**src/hw/rtl/cbw_pkg.sv**
```systemverilog
`timescale 1ns / 1ps
// ----------------------------------------------------------------------------
// cbw_pkg: shared types and constants of the barrier watchdog
// Operation, error, run state, register and flag codes and the scan request and response structs.
// ----------------------------------------------------------------------------
package cbw_pkg;

	localparam int unsigned RANKS_DEF = 16;

	localparam logic [3:0] OP_AUTH     = 4'd0;
	localparam logic [3:0] OP_LOCAL    = 4'd1;
	localparam logic [3:0] OP_INPUT    = 4'd2;
	localparam logic [3:0] OP_START    = 4'd3;
	localparam logic [3:0] OP_PROGRESS = 4'd4;
	localparam logic [3:0] OP_COMPLETE = 4'd5;
	localparam logic [3:0] OP_POLL     = 4'd6;
	localparam logic [3:0] OP_CANCEL   = 4'd7;
	localparam logic [3:0] OP_FAIL     = 4'd8;

	localparam logic [3:0] ERR_NONE       = 4'd0;
	localparam logic [3:0] ERR_TERMINAL   = 4'd1;
	localparam logic [3:0] ERR_UNKNOWN    = 4'd2;
	localparam logic [3:0] ERR_EPOCH      = 4'd3;
	localparam logic [3:0] ERR_DIGEST     = 4'd4;
	localparam logic [3:0] ERR_DUP_AUTH   = 4'd5;
	localparam logic [3:0] ERR_UNAUTH     = 4'd6;
	localparam logic [3:0] ERR_DUP_LOCAL  = 4'd7;
	localparam logic [3:0] ERR_NOT_LOCAL  = 4'd8;
	localparam logic [3:0] ERR_INPUT_SEQ  = 4'd9;
	localparam logic [3:0] ERR_DUP_START  = 4'd10;
	localparam logic [3:0] ERR_NOT_READY  = 4'd11;
	localparam logic [3:0] ERR_NOT_RUN    = 4'd12;
	localparam logic [3:0] ERR_DEADLINE   = 4'd13;
	localparam logic [3:0] ERR_PROG_SEQ   = 4'd14;

	localparam logic [2:0] ST_PENDING   = 3'd0;
	localparam logic [2:0] ST_RUNNING   = 3'd1;
	localparam logic [2:0] ST_COMPLETED = 3'd2;
	localparam logic [2:0] ST_FAILED    = 3'd3;
	localparam logic [2:0] ST_CANCELLED = 3'd4;
	localparam logic [2:0] ST_STALLED   = 3'd5;
	localparam logic [2:0] ST_HARD      = 3'd6;

	localparam logic [2:0] REG_EPOCH  = 3'd0;
	localparam logic [2:0] REG_DIGEST = 3'd1;
	localparam logic [2:0] REG_RANKS  = 3'd2;
	localparam logic [2:0] REG_NOPROG = 3'd3;
	localparam logic [2:0] REG_HARD   = 3'd4;

	localparam logic [3:0] F_AUTH  = 4'b0001;
	localparam logic [3:0] F_LOCAL = 4'b0010;
	localparam logic [3:0] F_INPUT = 4'b0100;
	localparam logic [3:0] F_DONE  = 4'b1000;

	// Request from the sequencer to the scan unit and its answer.
	typedef struct packed {
		logic       start;
		logic [3:0] mask;
	} scan_req_t;

	typedef struct packed {
		logic done;
		logic all_set;
	} scan_rsp_t;

endpackage

```
**src/hw/rtl/cbw_scan.sv**
```systemverilog
`timescale 1ns / 1ps
// ----------------------------------------------------------------------------
// cbw_scan: rank flag scanner
// Walks the known ranks one per cycle and reports whether all carry a mask.
// ----------------------------------------------------------------------------
module cbw_scan import cbw_pkg::*; #(
	parameter int unsigned RANKS = RANKS_DEF,
	parameter int unsigned IW = (RANKS > 1) ? $clog2(RANKS) : 1,
	parameter int unsigned CW = $clog2(RANKS + 1)
) (
	input  logic                clk,
	input  logic                arst_n,
	input  scan_req_t           req,
	input  logic [CW-1:0]       known,
	input  logic [RANKS*4-1:0]  flags,
	output scan_rsp_t           rsp
);

	logic          busy_q;
	logic [CW-1:0] idx_q;
	logic          ok_q;
	logic [3:0]    mask_q;
	logic [3:0]    cur;

	assign cur = flags[idx_q[IW-1:0]*4 +: 4];

	always_ff @(posedge clk or negedge arst_n) begin
		if (!arst_n) begin
			busy_q <= 1'b0;
			idx_q  <= '0;
			ok_q   <= 1'b0;
			mask_q <= '0;
			rsp    <= '0;
		end else begin
			rsp.done <= 1'b0;
			if (req.start) begin
				busy_q <= 1'b1;
				idx_q  <= '0;
				ok_q   <= 1'b1;
				mask_q <= req.mask;
			end else if (busy_q) begin
				if (idx_q >= known) begin
					busy_q      <= 1'b0;
					rsp.done    <= 1'b1;
					rsp.all_set <= ok_q;
				end else begin
					if ((cur & mask_q) != mask_q) ok_q <= 1'b0;
					idx_q <= idx_q + 1'b1;
				end
			end
		end
	end

endmodule

```
**src/hw/rtl/collective_barrier_watchdog.sv**
```systemverilog
`timescale 1ns / 1ps
// Each accepted word passes the watchdog compare (S_WD), evaluation (S_EVAL) and
// result (S_FIN) states; the stall pass is skipped when the hard deadline trips, and
// a flag scan (input ready, start, complete) adds S_KICK and S_SCAN. One event at a
// time: a new word is taken only when idle and the previous result has been taken.
// Reset: arst_n clears rank flags, sequence numbers, run state and times and
// loads the register defaults; the block is ready the cycle after release.
// ----------------------------------------------------------------------------
// collective_barrier_watchdog: group barrier coordinator with watchdogs
// Sequencer over per-rank state, a shared 33-bit time compare and a scanner.
// ----------------------------------------------------------------------------
module collective_barrier_watchdog import cbw_pkg::*; #(
	parameter int unsigned RANKS = RANKS_DEF
) (
	input  logic         clk,
	input  logic         arst_n,
	input  logic         s_tvalid,
	output logic         s_tready,
	// op[3:0], rank_index[7:4], event_epoch[39:8], offered_digest[103:40],
	// sequence_req[135:104], now_ms[167:136]
	input  logic [167:0] s_tdata,
	output logic         m_tvalid,
	input  logic         m_tready,
	// accepted[0], error_code[4:1], run_state[7:5], terminal_time[39:8]
	output logic [39:0]  m_tdata,
	input  logic         cfg_valid,
	output logic         cfg_ready,
	input  logic [2:0]   cfg_index,
	input  logic [63:0]  cfg_data
);

	localparam int unsigned IW = (RANKS > 1) ? $clog2(RANKS) : 1;
	localparam int unsigned CW = $clog2(RANKS + 1);

	typedef enum logic [6:0] {
		S_IDLE  = 7'b0000001,
		S_WD    = 7'b0000010,
		S_EVAL  = 7'b0000100,
		S_KICK  = 7'b0001000,
		S_SCAN  = 7'b0010000,
		S_FIN   = 7'b0100000,
		S_OUT   = 7'b1000000
	} state_t;

	state_t st_q;

	logic [31:0] epoch_q, noprog_q, hard_q;
	logic [63:0] digest_q;
	logic [4:0]  rcount_q;

	logic [RANKS*4-1:0] flags_q;
	logic [31:0] inseq_q [RANKS];
	logic [31:0] prseq_q [RANKS];
	logic [2:0]  gst_q;
	logic        elig_v_q;
	logic [31:0] start_q, end_q, prog_q;
	logic        prog_v_q;

	logic [3:0]  op_q, rank_q;
	logic [31:0] ep_q, seq_q, now_q;
	logic [63:0] dig_q;
	logic [3:0]  err_q;
	logic        ok_q;
	logic        wdtrip_q;
	logic [2:0]  wdst_q;
	logic [1:0]  wdstep_q;
	logic [39:0] out_q;
	logic        outv_q;

	logic [CW-1:0] known;
	scan_req_t     sreq;
	scan_rsp_t     srsp;

	assign known = (rcount_q > 5'(RANKS)) ? CW'(RANKS) : CW'(rcount_q);

	cbw_scan #(.RANKS(RANKS)) u_scan (
		.clk(clk), .arst_n(arst_n), .req(sreq), .known(known),
		.flags(flags_q), .rsp(srsp)
	);

	// Shared time compare: now >= base + limit without wrap.
	logic [31:0] cmp_base, cmp_lim;
	logic        cmp_ge;
	always_comb begin
		cmp_base = (wdstep_q == 2'd0) ? start_q : prog_q;
		cmp_lim  = (wdstep_q == 2'd0) ? hard_q : noprog_q;
		cmp_ge   = {1'b0, now_q} >= ({1'b0, cmp_base} + {1'b0, cmp_lim});
	end

	logic [IW-1:0] r;
	logic [3:0]    rf;
	logic          terminal, rank_bad;
	assign r        = rank_q[IW-1:0];
	assign rf       = flags_q[r*4 +: 4];
	assign terminal = (gst_q >= ST_COMPLETED);
	assign rank_bad = ({1'b0, rank_q} >= 5'(known));

	assign s_tready  = (st_q == S_IDLE) && !outv_q;
	assign cfg_ready = 1'b1;
	assign m_tvalid  = outv_q;
	assign m_tdata   = out_q;

	logic [3:0] rank_err;
	always_comb begin
		if (terminal) rank_err = ERR_TERMINAL;
		else if (rank_bad) rank_err = ERR_UNKNOWN;
		else if (ep_q != epoch_q) rank_err = ERR_EPOCH;
		else rank_err = ERR_NONE;
	end

	// The scan starts in S_KICK, in the cycle after the event is judged, so flag updates
	// made by the event are already visible to the scanner.
	always_comb begin
		sreq.start = (st_q == S_KICK);
		sreq.mask  = (op_q == OP_COMPLETE) ? F_DONE : (F_AUTH | F_LOCAL | F_INPUT);
	end

	always_ff @(posedge clk or negedge arst_n) begin
		if (!arst_n) begin
			st_q     <= S_IDLE;
			epoch_q  <= 32'd1;
			digest_q <= 64'd1;
			rcount_q <= 5'd16;
			noprog_q <= 32'd1000;
			hard_q   <= 32'd10000;
			flags_q  <= '0;
			for (int i = 0; i < RANKS; i++) begin
				inseq_q[i] <= '0;
				prseq_q[i] <= '0;
			end
			gst_q    <= ST_PENDING;
			elig_v_q <= 1'b0;
			start_q  <= '0;
			end_q    <= '0;
			prog_q   <= '0;
			prog_v_q <= 1'b0;
			outv_q   <= 1'b0;
			err_q    <= '0;
			ok_q     <= 1'b0;
			wdtrip_q <= 1'b0;
			wdst_q   <= ST_PENDING;
			wdstep_q <= '0;
		end else begin
			if (cfg_valid) begin
				unique case (cfg_index)
					REG_EPOCH:  epoch_q  <= cfg_data[31:0];
					REG_DIGEST: digest_q <= cfg_data;
					REG_RANKS:  rcount_q <= cfg_data[4:0];
					REG_NOPROG: noprog_q <= cfg_data[31:0];
					REG_HARD:   hard_q   <= cfg_data[31:0];
					default: ;
				endcase
			end
			if (outv_q && m_tready) outv_q <= 1'b0;
			unique case (st_q)
				S_IDLE: begin
					if (s_tvalid && s_tready) begin
						{now_q, seq_q, dig_q, ep_q, rank_q, op_q} <= s_tdata;
						wdstep_q <= 2'd0;
						wdtrip_q <= 1'b0;
						st_q     <= S_WD;
					end
				end
				S_WD: begin
					// Two passes of the shared compare: hard deadline, then stall (skipped if the hard one trips).
					if (wdstep_q == 2'd0) begin
						if (cmp_ge) begin
							wdtrip_q <= 1'b1;
							wdst_q   <= ST_HARD;
							st_q     <= S_EVAL;
						end
						wdstep_q <= 2'd1;
					end else begin
						if (prog_v_q && cmp_ge) begin
							wdtrip_q <= 1'b1;
							wdst_q   <= ST_STALLED;
						end
						st_q <= S_EVAL;
					end
					err_q <= ERR_NONE;
					ok_q  <= 1'b0;
				end
				S_EVAL: begin
					st_q <= S_FIN;
					case (op_q) inside
						OP_AUTH: begin
							if (rank_err != ERR_NONE) err_q <= rank_err;
							else if (dig_q != digest_q || dig_q == '0) err_q <= ERR_DIGEST;
							else if (rf[0]) err_q <= ERR_DUP_AUTH;
							else begin
								flags_q[r*4 +: 4] <= rf | F_AUTH;
								ok_q <= 1'b1;
							end
						end
						OP_LOCAL: begin
							if (rank_err != ERR_NONE) err_q <= rank_err;
							else if (!rf[0]) err_q <= ERR_UNAUTH;
							else if (rf[1]) err_q <= ERR_DUP_LOCAL;
							else begin
								flags_q[r*4 +: 4] <= rf | F_LOCAL;
								ok_q <= 1'b1;
							end
						end
						OP_INPUT: begin
							if (rank_err != ERR_NONE) err_q <= rank_err;
							else if (!rf[0] || !rf[1]) err_q <= ERR_NOT_LOCAL;
							else if (seq_q == '0 || rf[2] || seq_q <= inseq_q[r])
								err_q <= ERR_INPUT_SEQ;
							else begin
								flags_q[r*4 +: 4] <= rf | F_INPUT;
								inseq_q[r] <= seq_q;
								ok_q <= 1'b1;
								st_q <= S_KICK;
							end
						end
						OP_START: begin
							if (terminal) err_q <= ERR_TERMINAL;
							else if (gst_q == ST_RUNNING) err_q <= ERR_DUP_START;
							else begin
								ok_q <= 1'b1;
								st_q <= S_KICK;
							end
						end
						OP_PROGRESS, OP_COMPLETE: begin
							if (rank_err != ERR_NONE) err_q <= rank_err;
							else if (gst_q != ST_RUNNING) err_q <= ERR_NOT_RUN;
							else if (wdtrip_q) begin
								err_q <= ERR_DEADLINE;
								gst_q <= wdst_q;
								end_q <= now_q;
							end else if (!rf[0] || !rf[2] || seq_q == '0 || seq_q <= prseq_q[r])
								err_q <= ERR_PROG_SEQ;
							else begin
								prseq_q[r] <= seq_q;
								prog_q   <= now_q;
								prog_v_q <= 1'b1;
								ok_q <= 1'b1;
								if (op_q == OP_COMPLETE) begin
									flags_q[r*4 +: 4] <= rf | F_DONE;
									st_q <= S_KICK;
								end
							end
						end
						OP_POLL: begin
							ok_q <= 1'b1;
							if (gst_q == ST_RUNNING && wdtrip_q) begin
								gst_q <= wdst_q;
								end_q <= now_q;
							end
						end
						OP_CANCEL, OP_FAIL: begin
							if (terminal) err_q <= ERR_TERMINAL;
							else begin
								ok_q  <= 1'b1;
								gst_q <= (op_q == OP_CANCEL) ? ST_CANCELLED : ST_FAILED;
								end_q <= now_q;
							end
						end
						default: ;
					endcase
				end
				S_KICK: begin
					st_q <= S_SCAN;
				end
				S_SCAN: begin
					if (srsp.done) begin
						st_q <= S_FIN;
						if (op_q == OP_INPUT) begin
							if (srsp.all_set) elig_v_q <= 1'b1;
						end else if (op_q == OP_START) begin
							if (!srsp.all_set) begin
								err_q <= ERR_NOT_READY;
								ok_q  <= 1'b0;
							end else begin
								elig_v_q <= 1'b1;
								start_q  <= now_q;
								prog_q   <= now_q;
								prog_v_q <= 1'b1;
								gst_q    <= ST_RUNNING;
							end
						end else if (srsp.all_set) begin
							gst_q <= ST_COMPLETED;
							end_q <= now_q;
						end
					end
				end
				S_FIN: begin
					out_q  <= {(terminal ? end_q : 32'd0), gst_q, err_q, ok_q};
					outv_q <= 1'b1;
					st_q   <= S_OUT;
				end
				S_OUT: begin
					st_q <= S_IDLE;
				end
				default: st_q <= S_IDLE;
			endcase
		end
	end

`ifndef SYNTHESIS
	a_no_accept_busy: assert property (@(posedge clk) disable iff (!arst_n)
		(st_q != S_IDLE) |-> !s_tready) else $error("accepted word while busy");
	a_ok_no_err: assert property (@(posedge clk) disable iff (!arst_n)
		outv_q |-> !(out_q[0] && out_q[4:1] != ERR_NONE)) else $error("accepted with error");
	a_term_time: assert property (@(posedge clk) disable iff (!arst_n)
		(outv_q && out_q[7:5] < ST_COMPLETED) |-> (out_q[39:8] == 32'd0))
		else $error("terminal time on live group");
`endif

endmodule

```
**config.mk**
```make
export PLATFORM = sky130hd
export DESIGN_NAME = collective_barrier_watchdog
export DESIGN_NICKNAME = d
export VERILOG_FILES = /design/src/hw/rtl/cbw_pkg.sv /design/src/hw/rtl/cbw_scan.sv /design/src/hw/rtl/collective_barrier_watchdog.sv
export SDC_FILE = /design/constraint.sdc
export NUM_CORES = 2
export LEC_CHECK = 0
export ABC_AREA = 1
export ABC_CLOCK_PERIOD_IN_PS = 19500
export BUFFER_PORTS_ARGS = -buffer_cell sky130_fd_sc_hd__buf_2
export CORE_MARGIN = 5
export CORE_UTILIZATION = 40
export CTS_CLUSTER_DIAMETER = 80
export DETAILED_ROUTE_END_ITERATION = 10
export GPL_TIMING_DRIVEN = 0
export HOLD_SLACK_MARGIN = 0.08
export PLACE_DENSITY_LB_ADDON = 0.1
export SLEW_MARGIN = 5
export SYNTH_ARGS = -nofsm -noshare
export SYNTH_HDL_FRONTEND = slang
export SYNTH_HIERARCHICAL = 1
export SYNTH_SLANG_ARGS = --single-unit
```
**constraint.sdc**
```tcl
create_clock -name clk -period 19.5 [get_ports clk]
set_clock_uncertainty 0.1 [all_clocks]
set_input_delay 0.975 -clock clk [delete_from_list [all_inputs] [get_ports clk]]
set_output_delay 0.975 -clock clk [all_outputs]
set_load 0.02 [all_outputs]
```
After elaboration in Yosys (flattened, before gate mapping)
Index checks and enable logic that the tools add are counted.
{"block": "word_totals", "out_inout_bits": 43, "inputBits": 240, "elab_cells": 439, "regBits": 1593}
{"block": "classes", "muxes": 201, "n_eq_ne": 85, "bitwise": 13, "magnitude_cmp": 9, "shift": 7, "add_sub_neg": 3, "reduce_logical": 57}
{"operator": "two-way mux 64 bit", "count": 19}
{"operator": "two-way mux 32 bit", "count": 35}
{"operator": "bitwise mux 512 bit", "count": 2}
{"operator": "binary-select mux 32 bit (select 4 bit)", "count": 2}
{"operator": "bitwise mux 64 bit", "count": 4}
{"operator": "indexed part select 4 x 34 -> 64 bit", "count": 4}
{"operator": "demux 32 bit (select 4 bit)", "count": 1}
{"operator": "one-hot mux 32 bit (2 select lines)", "count": 2}
{"operator": "indexed part select 64 x 7 -> 4 bit", "count": 2}
{"operator": "two-way mux 4 bit", "count": 28}
{"operator": "two-way mux 7 bit", "count": 10}
{"operator": "less-or-equal comparator 32 bit", "count": 2}
{"operator": "zero test 64 bit", "count": 1}
{"operator": "!= test 64 bit", "count": 1}
{"operator": "variable shift 4 x 34 -> 64 bit, first input constant", "count": 1}
{"operator": "two-way mux 3 bit", "count": 21}
{"operator": "!= test 7 bit, second input constant", "count": 8}
{"operator": "two-way mux 6 bit", "count": 9}
{"operator": "two-way mux 1 bit", "count": 49}
{"operator": "!= test 4 bit, second input constant", "count": 11}
{"operator": "one-hot mux 7 bit (6 select lines)", "count": 1}
{"operator": "AND reduction 14 bit", "count": 3}
{"operator": "!= test 2 bit, second input constant", "count": 18}
{"operator": "!= test 3 bit, second input constant", "count": 12}
{"operator": "62 further kinds", "count": 129}

Logic depth before layout (Yosys ltp)
{"block": "logic_depth", "word_depth": 16, "ltp_mapped": 38, "mapped_depth_nobuf": 36}

Modules after synthesis
Netlist, hierarchy kept.
{"module": "collective_barrier_watchdog", "cells_each": 8531, "area_each_um2": 74487.7, "instances": 1, "seq_area_each_um2": 40572.7}
{"module": "cbw_scan", "cells_each": 247, "area_each_um2": 1417.6, "instances": 1, "seq_area_each_um2": 325.3}

Least setup slack after synthesis
Ideal clock, no wire load.
{"block": "synth_timing", "kind": "register -> register", "start": "reg st_q[0]", "end": "reg dig_q[0], enable pin", "stages_incl_launch_ff": 7, "t_required_ps": 18701, "path_slack_ps": 10212, "path_buffers": 0, "synth_period_minus_slack_ps": 9288, "setup_ps": 699, "t_arrival_ps": 8489, "path_cell_list": "dfstp_2 > inv_1 > nor4_1 > inv_1 > nor2_1 > nand2_1 > nor2_1"}
{"block": "synth_via", "elab_chain_len": 4}
{"element": "start: declaration", "line": "collective_barrier_watchdog.sv:45", "rtl": "state_t st_q;"}
{"element": "start signal: assignment", "line": "collective_barrier_watchdog.sv:120", "rtl": "st_q <= S_IDLE;"}
{"element": "start signal: assignment", "line": "collective_barrier_watchdog.sv:161", "rtl": "st_q <= S_WD;"}
{"element": "start signal: assignment", "line": "collective_barrier_watchdog.sv:170", "rtl": "st_q <= S_EVAL;"}
{"element": "== test 7 x 1 -> 1 bit", "line": "collective_barrier_watchdog.sv:98", "rtl": "assign s_tready = (st_q == S_IDLE) && !outv_q;"}
{"element": "logical AND 1 bit", "line": "collective_barrier_watchdog.sv:98"}
{"element": "named net s_tready", "line": "collective_barrier_watchdog.sv:18", "rtl": "output logic s_tready,"}
{"element": "logical AND 1 bit", "line": "collective_barrier_watchdog.sv:157", "rtl": "if (s_tvalid && s_tready) begin"}
{"element": "AND reduction 3 bit (no line)"}
{"element": "end signal: assignment", "line": "collective_barrier_watchdog.sv:158", "rtl": "{now_q, seq_q, dig_q, ep_q, rank_q, op_q} <= s_tdata;"}
{"element": "end: declaration", "line": "collective_barrier_watchdog.sv:61", "rtl": "logic [63:0] dig_q;"}
The timed path passes the listed nets, and every way through them passes these cells.
A chain may end at the register's enable or synchronous reset.

Final worst setup path
{"block": "layout_timing", "start": "reg rank_q[0], in the netlist r[0]", "end": "reg inseq_q[420] (netlist name)"}
{"block": "layout_via", "elab_chain_len": 8, "word_cells_on_any_way": 25, "classes_between": "4 x order compare; 1 x shift; 8 x mux; 4 x bitwise; 8 x reduce/logical"}
{"element": "start: declaration", "line": "collective_barrier_watchdog.sv:59", "rtl": "logic [3:0] op_q, rank_q;"}
{"element": "start signal: assignment", "line": "collective_barrier_watchdog.sv:158"}
{"element": "inverter 4 -> 5 bit (not written as such)", "line": "collective_barrier_watchdog.sv:207, collective_barrier_watchdog.sv:211"}
{"element": "binary-select mux 32 bit (select 4 bit)", "line": "collective_barrier_watchdog.sv:207", "rtl": "else if (seq_q == '0 || rf[2] || seq_q <= inseq_q[r])"}
{"element": "two-way mux 32 bit (not written as such) (2 in a row)", "line": "collective_barrier_watchdog.sv:207"}
{"element": "less-or-equal comparator 32 bit", "line": "collective_barrier_watchdog.sv:207"}
{"element": "logical OR 1 bit", "line": "collective_barrier_watchdog.sv:207"}
{"element": "inverter 1 bit (no line)"}
{"element": "AND reduction 7 bit (no line)"}
{"element": "end signal: indexed assignment", "line": "collective_barrier_watchdog.sv:211", "rtl": "inseq_q[r] <= seq_q;"}
{"element": "end: declaration", "line": "collective_barrier_watchdog.sv:52", "rtl": "logic [31:0] inseq_q [RANKS];"}
Several ways; a longest one is shown, not always the timed one. The select of a mux whose other input is x is not followed.

==> metrics.txt <==
area of the die=0.199 sq mm; initial drt markers=8089; die width=446 um; Period Utilization, post-route=54.4%; Core Area=0.188 sq mm; Warnings, synthesis=6; met1 usage in global routing=between 40% and 50%; clock latency on the worst-skew pair=0.84 ns; M3 GR Usage=approximately 6.6%; DRC errors left=0; count of cell types in the netlist=72; io pins=283; Remaining Overflow, GRT=0; Routed wire per std cell=between 20 and 30 um; synthesized cell area=about 0.076 sq mm; leakage power=38.2 nW; area leader, netlist=dfrtp_1; Post-DP Area=0.0809 sq mm; Resized Gates After CTS=0; Worst VDD drop=0.0653 mV; CP max FO=12; Final Hold Fails=0; Total Routing Usage GR=~30%; PortBufs=281; vias in the first global route=63.7k; TritonCTS clock tree=yes; status=complete, no violations; Post-CTS Hold Buffers=1; Final Wtd Congestion=0.967; WS Path Type=reg -> reg; share of cells above drive strength 1=8.96%; drt pass-1 iters=8; Nets=9646; Post-synth ARST share=86.9%; Routed WL=302000 um; max cap viols=0; post-CTS setup buffer count=0; Starting Density=40.3%; CP Launch Type=register; synth top area cells=dfrtp_1 45%, o21ai_0 10%, nand2_1 9.5%; Area Growth Syn to Fin=14.4%; Final HPWL DP=about 230000 um; Finished Cell Area=about 0.087 sq mm; initial antenna violation count=24; max-slew violations=0; flops & latches, synth=1592; RSZ-0062 raised after global routing=no; Sink Count=1592; crit path DAT=11.17 ns; H-tree depth=4; FF-to-FF Start=r[0]; placed cell count=11.6k; clk root buf=clkbuf_16; # rows=~160; maximum clock rate=94.3 MHz; Syn Nets=9162; Via Count=between 60k and 70k; Hold Path Class=in -> reg; clock period minus worst slack=10.60 ns; Pwr Density=103 mW/mm^2; pin count of the biggest net entering global routing=about 150; CTS Buf Count=181; HP Start=s_tdata[147]; Post-synth EDFFs=between 200 and 250; M2 GR Usage=between 40% and 50%; Slew @ Worst Pin=approximately 1.5 ns; clk slew on worst S/H paths=0.06 ns; Synth Area per Inst=8.65 sq um; max_slew headroom=0.945%; fin cells=11.9k; height of the die=446 um; post-synth top area share=45.1%; Setup violations, final=0; Setup crit start=r[0]; sequential fraction of the synthesis area=between 50% and 60%; total negative slack=0 ns; Cells after Synth=8778; Hold Slack=0.215 ns; top_reg_cell synth=dfrtp_1; Filler cells=18.7k; most numerous cell in the Yosys netlist=nand2_1; Detail Route Antenna Nets=0; first-pass GRT wire length=436000 um; layer with the highest usage=met2; most frequent cells after synthesis=1927 x nand2_1, 1514 x o21ai_0, 1369 x dfrtp_1; flop2flop setup slack=8.90 ns; WP data required=20.07 ns; vias per cell=around 5.6; crit end category=register; Max Buffers Root-to-Sink=3
worst paths after layout:
kind,end,cells after the start
worst max-delay path,inseq_q[420],22
worst min-delay path,now_q[11],1
worst max register to register,inseq_q[420],22
worst min register to register,m_tdata[3],0
max in group asynchronous,inseq_q[55],6
min in group asynchronous,digest_q[56],2
critical path, stage by stage, from the launching register on:
cell and delay, ns:
edfxtp_1 0.56, inv_2 0.16, buf_2 0.54, clkbuf_1 1.01, clkbuf_1 0.82, clkbuf_2 0.81, clkbuf_2 0.70, o21ai_0 0.22
a21oi_1 0.34, nor4_1 0.13, ha_1 0.32, nand2_1 0.10, nor2_1 0.15, nand4_1 0.20, nor4_1 0.91, nand2_1 0.23
nand3_1 0.41, nand2_1 0.30, inv_2 0.15, nand4_4 0.24, nor2_1 1.07, clkbuf_1 0.66, o21ai_0 0.18
final cells by class:
class	instances	area, sq um	share of cell area [%]
timing repair buffer	301	1880	2.16
antenna	20	50.0	0.0576
multi-input combinational	5854	29700	34.2
inverter	727	2730	3.15
sequential	1592	40900	47.1
clock buffer	270	5170	5.96
tap	2495	3120	3.59
buffer	605	2580	2.97
clock inverter	58	674	0.777
per-layer routing:
metal / up-vias / part of all wire [%]
met2: 2973 / 44
li1: 30400 / -
met5: - / 0.011
met1: 32800 / 44
met4: 6 / 3.6
met3: 519 / 8.9
registers in the layout, indices dropped and copies added (netlist names), 4 cells and up:
register       count
inseq_q          512
prseq_q          512
dig_q             64
digest_q          64
flags_q           64
m_tdata           40
end_q             32
ep_q              32
epoch_q           32
hard_q            32
noprog_q          32
now_q             32
prog_q            32
seq_q             32
start_q           32
st_q               7
rcount_q           5
u_scan/idx_q       5
err_q              4
op_q               4
r                  4
u_scan/mask_q      4
kinds of logic (layout without fill, tap and decap cells):
group | Yosys count | after routing | synth area share [%]
flops | 1592 | 1592 | 53.9
xor+xnor | 93 | 93 | 1.07
other cells | 1 | 21 | 0.00494
mux | 49 | 49 | 0.686
buf+inv | 1332 | 1961 | 6.99
fa+ha+maj | 144 | 144 | 2.38
compound gates | 2723 | 2723 | 19.7
simple gates | 2844 | 2844 | 15.3
power breakdown:
group,switching [mW],internal [mW],total [mW]
Sequential,0.129,3.57,3.70
Combinational,1.32,0.516,1.83
Clock,1.47,1.95,3.42
metrics by stage:
stage,util [%],power (mW),worst slack [ns]
6_report,46.1,8.94,8.90
5_1_grt,46.1,9.30,8.99
4_1_cts,46.1,8.95,9.19
3_5_place_dp,43.0,5.55,9.21
3_3_place_gp,42.7,5.54,-19.69
2_1_floorplan,-,4.78,10.21
layout by cell type, fill, tap and decap left out, types with 143 or more instances in the layout:
cell          n
dfrtp_1    1369
ha_1        143
buf_2       392
nand3_1     202
clkbuf_1    501
o21a_1      261
edfxtp_1    208
a21oi_1     512
clkbuf_16   182
inv_1       707
o21ai_0    1514
nand2_1    1927
nor2_1      490
No activity file was read; power rests on OpenSTA's default activity.
